## src/rtl/pss_pkg.sv

```systemverilog
// ----------------------------------------------------------------------------
// pss_pkg
// Shared types and constants of the streaming prime sieve.
// ----------------------------------------------------------------------------
package pss_pkg;

    localparam int          CELLS_DEF      = 256;
    localparam int          VALUE_BITS_DEF = 20;
    localparam int          LIMIT_W        = 21;
    localparam logic [LIMIT_W-1:0] LIMIT_RESET = 21'd480000;
    localparam int unsigned FIRST_VALUE    = 2;

    // Per-beat control flags that travel down the cell chain with the value
    typedef struct packed {
        logic valid;
        logic restart;
        logic done;
        logic last;
        logic sq_ok;
        logic composite;
        logic placed;
    } t_flags;

endpackage

```

## src/rtl/pss_cell.sv

```systemverilog
// ----------------------------------------------------------------------------
// pss_cell
// One sieve cell: holds a sieving prime and its next multiple, checks the
// passing value, claims itself for a new prime and forwards the beat.
// ----------------------------------------------------------------------------
module pss_cell #(
    parameter int VALUE_BITS = pss_pkg::VALUE_BITS_DEF
) (
    input  logic                  i_clk,
    input  logic                  i_rst_n,
    input  logic                  i_en,
    input  pss_pkg::t_flags       i_flags,
    input  logic [VALUE_BITS-1:0] i_value,
    input  logic [VALUE_BITS:0]   i_sq,
    output pss_pkg::t_flags       o_flags,
    output logic [VALUE_BITS-1:0] o_value,
    output logic [VALUE_BITS:0]   o_sq
);
    import pss_pkg::*;

    localparam int PW = (VALUE_BITS + 1) / 2;
    localparam int MW = VALUE_BITS + 1;

    logic          r_vld;
    logic [PW-1:0] r_prime;
    logic [MW-1:0] r_mult;
    t_flags        r_flags;
    logic [VALUE_BITS-1:0] r_value;
    logic [MW-1:0] r_sq;

    logic   vld_eff;
    logic   hit;
    logic   alloc;
    t_flags n_flags;

    always_comb begin
        vld_eff = r_vld & ~i_flags.restart;
        hit     = vld_eff & ~i_flags.done & (r_mult == {1'b0, i_value});
        alloc   = ~vld_eff & ~i_flags.done & ~i_flags.composite
                  & ~i_flags.placed & i_flags.sq_ok;
        n_flags = i_flags;
        n_flags.composite = i_flags.composite | hit;
        n_flags.placed    = i_flags.placed | alloc;
    end

    always_ff @(posedge i_clk) begin
        if (!i_rst_n) begin
            r_vld   <= 1'b0;
            r_flags <= '0;
        end else if (i_en) begin
            r_flags <= n_flags;
            if (i_flags.valid) begin
                r_vld <= vld_eff | alloc;
            end
        end
    end

    always_ff @(posedge i_clk) begin
        if (i_en) begin
            r_value <= i_value;
            r_sq    <= i_sq;
            if (i_flags.valid && hit) begin
                r_mult <= r_mult + MW'(r_prime);
            end else if (i_flags.valid && alloc) begin
                r_prime <= i_value[PW-1:0];
                r_mult  <= i_sq;
            end
        end
    end

    assign o_flags = r_flags;
    assign o_value = r_value;
    assign o_sq    = r_sq;

endmodule

```

## config.mk

```make
export PLATFORM = sky130hd
export DESIGN_NAME = pss_cell
export DESIGN_NICKNAME = d
export VERILOG_FILES = /design/src/rtl/pss_pkg.sv /design/src/rtl/pss_cell.sv
export SDC_FILE = /design/constraint.sdc
export NUM_CORES = 1
export LEC_CHECK = 0
export BUFFER_PORTS_ARGS = -buffer_cell sky130_fd_sc_hd__buf_2
export CORE_ASPECT_RATIO = 0.7
export CORE_MARGIN = 4
export CORE_UTILIZATION = 49
export CTS_CLUSTER_DIAMETER = 80
export CTS_CLUSTER_SIZE = 24
export DETAILED_ROUTE_END_ITERATION = 12
export GPL_ROUTABILITY_DRIVEN = 1
export GPL_TIMING_DRIVEN = 1
export PLACE_DENSITY = 0.77
export SLEW_MARGIN = 30
export SYNTH_ARGS = -nofsm -noshare
export SYNTH_HDL_FRONTEND = slang
export SYNTH_SLANG_ARGS = --single-unit
```

## constraint.sdc

```tcl
create_clock -name i_clk -period 4.2 [get_ports i_clk]
set_input_delay 0.84 -clock i_clk [delete_from_list [all_inputs] [get_ports i_clk]]
set_output_delay 0.84 -clock i_clk [all_outputs]
set_load 0.05 [all_outputs]
```

# [Word level (Yosys, flattened, before mapping)]
# Index checks and enable logic that the tools add are counted.
[totals] input_bits=51 elab_cells=38 output_inout_bits=48 regBits=80
[op_classes] reduce_logical=6 eq_ne=1 n_mux=2 n_bitwise=16 n_addsub=1
[op_table] operator="$mux W21" n=2
[op_table] operator="$add A21 B10 Y21" n=1
[op_table] operator="$eq A21 B20 Y1" n=1
[op_table] operator="$and A1 B1 Y1" n=7
[op_table] operator="$not A1 Y1" n=6
[op_table] operator="$reduce_and A2 Y1" n=2
[op_table] operator="$or A1 B1 Y1" n=3
[op_table] operator="$reduce_and A3 Y1" n=1
[op_table] operator="$logic_and A1 B1 Y1" n=2
[op_table] operator="$reduce_bool A2 Y1" n=1

# [Depth between registers and ports, before layout]
[depth] word_depth=10 mapped_depth=8

# [Worst setup path before layout]
# Ideal clock, no wire load.
[synth_timing] path_kind="input to register" start="input i_flags[5] (netlist name)" end="register r_mult[0], enable pin" cell_stages=5 path_buffers=0 path_slack_ns=1.002 t_arrival_ns=2.792 setup_time_ns=0.406 cell_sequence="nand2b_4 or4_4 nor3_4 inv_1 a21oi_1"
[synth_between] elab_chain_len=10
[synth_lines] element="start: declaration" line_no="pss_cell.sv:12" rtl="input pss_pkg::t_flags i_flags,"
[synth_lines] element="$not A1 Y1 (*)" line_no="pss_cell.sv:37" rtl="vld_eff = r_vld & ~i_flags.restart;"
[synth_lines] element="$and A1 B1 Y1 (*)" line_no="pss_cell.sv:37"
[synth_lines] element="$not A1 Y1" line_no="pss_cell.sv:39" rtl="alloc = ~vld_eff & ~i_flags.done & ~i_flags.composite"
[synth_lines] element="$and A1 B1 Y1 (2 in series)" line_no="pss_cell.sv:39"
[synth_lines] element="$and A1 B1 Y1 (2 in series)" line_no="pss_cell.sv:40" rtl="& ~i_flags.placed & i_flags.sq_ok;"
[synth_lines] element="$logic_and A1 B1 Y1" line_no="pss_cell.sv:64" rtl="end else if (i_flags.valid && alloc) begin"
[synth_lines] element="$reduce_bool A2 Y1 (no line) (*)"
[synth_lines] element="$reduce_and A2 Y1 (no line) (*)"
[synth_lines] element="end signal: assignment" line_no="pss_cell.sv:63" rtl="r_mult <= r_mult + MW'(r_prime);"
[synth_lines] element="end signal: assignment" line_no="pss_cell.sv:66" rtl="r_mult <= i_sq;"
[synth_lines] element="end: declaration" line_no="pss_cell.sv:26" rtl="logic [MW-1:0] r_mult;"
# Every way passes the cells marked *; elsewhere a longest branch is shown, timed or not.
# A chain may end at the register's enable or synchronous reset.

# [Worst setup path in the final report]
[layout_timing] start="input i_value[0]" end="register r_mult[17], data pin"
[layout_between] elab_chain_len=4
[layout_lines] element="start: declaration" line_no="pss_cell.sv:13" rtl="input logic [VALUE_BITS-1:0] i_value,"
[layout_lines] element="$eq A21 B20 Y1" line_no="pss_cell.sv:38" rtl="hit = vld_eff & ~i_flags.done & (r_mult == {1'b0, i_value});"
[layout_lines] element="$and A1 B1 Y1" line_no="pss_cell.sv:38"
[layout_lines] element="$logic_and A1 B1 Y1" line_no="pss_cell.sv:62" rtl="if (i_flags.valid && hit) begin"
[layout_lines] element="$mux W21" line_no="pss_cell.sv:62"
# No other way between the ends.

==> summary.txt <==
Status
  • Status: complete, no violations

Placed design
  • IO buf count: 98
  • Placed cell count: 439
  • GPL Wtd Cong: 0.818
  • DP HPWL: 5.48 mm

Floorplanning
  • Core Area: 0.00732 mm2
  • Initial Util: 0.504
  • Die area: 0.00900 mm2
  • Die Y-Extent: 80.6 um
  • Die width: 112 um
  • I/O pin cnt: 99
  • Row cnt: 26

Worst setup path
  • Crit path max fanout: 21
  • Crit. End Element: flip-flop
  • R2R Path End: r_mult[18]
  • Arr. time, crit path: 2.89 ns
  • Worst reg2reg path depth: 8
  • WP data required: 4.29 ns
  • Reg2reg start: r_mult[0]
  • Startpoint Class: input pin
  • Worst R2R Setup Slack: 1.45 ns
  • Largest stage delay, worst path: 0.47 ns
  • Slowest cell on crit path: mux2_1
  • CP Cell Sequence: buf_2 > xor2_1 > nor4_1 > nand4_1 > nor3_4 > nand2_2 > mux2_1
  • CP Class: input pin to flip-flop

Synth
  • Ys async rst share: 0
  • Post-synth top flop: edfxtp_1
  • Net Count, Synth: 306
  • Sequential fraction of the synthesis area: 0.630
  • Yosys warns: 0
  • Avg Cell Area, Syn: 15.1 um2
  • Yosys reg bits: 80
  • Cell count after synthesis: 244
  • EDFF count, synth: 72
  • Unique cell type count in the Yosys netlist: 40
  • Cell Area, Synth: 0.00369 mm2

Flow run
  • Max-cap violations: 0

Timing
  • Worst slew margin: 0.558
  • Fin. max-slew vios: 0
  • Final period util: 0.668
  • Fmax: 356 MHz
  • Final TNS setup: 0 ns
  • Slew @ Worst Pin: 0.661 ns
  • Min Clock Period, post-route: 2.81 ns
  • Final hold vios: 0
  • Unrepaired setup endpoints after global routing: false
  • Skew final: 0.00848 ns
  • Setup-failing EPs final: 0

Route
  • Wirelength per Cell: 16.2 um
  • DRC: 0
  • Post-DRT Antenna Nets: 0
  • 1st-pass router iterations: 4
  • Vias per inst: 5.09
  • Drt total wl: 7.37 mm
  • Via count: 2317
  • Initial drt markers: 83

CTS
  • Clock sink count: 80
  • Worst-Skew Late Latency: 0.34 ns
  • CTS max path bufs: 2
  • Root Buffer: clkbuf_8
  • CTS tree: done
  • Postcts setup bufs: 0
  • Post-CTS Hold Fix Bufs: 0
  • Total CTS buffers: 9
  • Worst-path clk slew: 0.07 ns
  • Post-CTS sizing: 0
  • # H-tree levels: 3

Global route
  • Tot GR Track Use: 0.168
  • Largest net degree at the start of global routing: 52
  • GR Overflow Total: 0
  • First-pass GRT wire length: 11.5 mm
  • Initial antenna violation count: 0
  • Vias in the first global route: 2287

Power
  • Power density over cell area: 405 mW/mm2
  • IR Drop Worst-Case VDD: 0.171 mV
  • LEAKAGE: 1.88 nW

Layout
  • Sequential cell area: 0.00232 mm2
  • Multi-input logic area: 0.00132 mm2
  • Layout Cells excl Fill: 455
  • Layout cells sized above 1: 0.381
  • Layout filler cell count: 583
  • Layout net count: 414
  • Leading cell type in the layout, fill and taps excluded: buf_2
  • Area grow syn2layout: 22.6%
  • Most frequent cells in the layout: buf_2, edfxtp_1, xor2_1
  • Layout Utilization: 0.618
  • ANT cells: 0

Worst hold path
  • Hold path depth: 2
  • Hold Path Origin: o_flags[6]
  • Hold Path Class: flip-flop to flip-flop
  • Hold Crit Endpoint: o_flags[6]
==> worst max path at each step <==
stage	depth (start not counted)	startpoint	end	slack (ns)
detailed placement	7	i_value[0]	r_mult[17]	1.01
global route	7	i_value[0]	r_mult[17]	1.25
floorplan	5	i_flags[5]	r_mult[0]	1.00
CTS	7	i_value[0]	r_mult[17]	1.39
global placement	7	i_value[0]	r_mult[15]	1.08
finish	7	i_value[0]	r_mult[17]	1.39
==> worst max-delay path, delay by kind of cell <==
family,cells,cell delay (ns)
xor+xnor,1,0.16
mux,1,0.47
simple gates,4,1.30
buf+inv,1,0.12
==> per-layer routing <==
layer  track usage  wire length, um
met1         0.236             3600
met2         0.233             2950
met3        0.0745              729
met4        0.0486               97
met5             0                0
==> cell usage after synthesis (2+ instances only) <==
| cell type | n | area (um2) |
|---|---|---|
| edfxtp_1 | 72 | 2160 |
| xor2_1 | 27 | 236 |
| mux2_4 | 13 | 195 |
| xnor2_1 | 11 | 96.3 |
| ha_1 | 10 | 125 |
| a21oi_1 | 9 | 45.0 |
| dfxtp_1 | 8 | 160 |
| nand2_1 | 8 | 30.0 |
| nor2_1 | 8 | 30.0 |
| mux2_1 | 6 | 67.6 |
| nor2b_1 | 6 | 37.5 |
| mux2i_1 | 5 | 50.1 |
| nor3_1 | 5 | 25.0 |
| o21ai_0 | 5 | 25.0 |
| a211oi_1 | 4 | 30.0 |
| a21o_1 | 4 | 30.0 |
| inv_1 | 4 | 15.0 |
| nand3_1 | 4 | 20.0 |
| nand4_1 | 4 | 25.0 |
| buf_6 | 3 | 33.8 |
| nor4_1 | 3 | 18.8 |
| o211ai_1 | 3 | 22.5 |
| a21boi_0 | 2 | 15.0 |
| a31oi_1 | 2 | 12.5 |
| and3_1 | 2 | 12.5 |
| o21a_1 | 2 | 15.0 |
==> cell families (layout without fill, tap and decap cells) <==
logic type      count (synthesis)  count (layout)  synth area share
xor+xnor                       38              38            0.0903
mux                            25              25            0.0879
buf+inv                         8             121            0.0142
flops                          80              80             0.630
simple gates                   46              46            0.0726
compound gates                 36              36            0.0658
fa+ha+maj                      11              11            0.0394
==> cell type report <==
cell class | instances | area share
clock buffers | 12 | 0.0299
clock inverters | 4 | 0.0210
inverters | 4 | 0.00332
multi-input cells | 156 | 0.292
flip-flops and latches | 80 | 0.514
well taps | 98 | 0.0271
repair buffers | 101 | 0.113
==> power breakdown <==
| part | leakage, nW | switching [mW] | total, mW | internal [mW] |
|---|---|---|---|---|
| sequential | 0.747 | 0.0110 | 0.921 | 0.910 |
| combinational | 1.02 | 0.188 | 0.257 | 0.0696 |
| clock | 0.115 | 0.257 | 0.652 | 0.395 |
| total | 1.88 | 0.456 | 1.83 | 1.37 |
==> flip-flops by register name, indices dropped and copies added (netlist names) <==
| name | count |
|---|---|
| o_value | 20 |
| r_mult | 21 |
| o_flags | 7 |
| r_vld | 1 |
| r_prime | 10 |
| o_sq | 21 |
==> metrics by stage <==
step | area (um2) | total power [mW] | setup WS (ns) | hold slack (ns)
finish | 4520 | 1.83 | 1.39 | 0.493
floorplan | 3690 | 1.11 | 1.00 | 0.526
CTS | 4520 | 1.85 | 1.39 | 0.502
detailed placement | 4290 | 1.20 | 1.01 | 0.488
global route | 4520 | 1.90 | 1.25 | 0.537
global placement | 4290 | 1.19 | 1.08 | 0.464
Note: power is estimated with default switching activity, not from simulation.
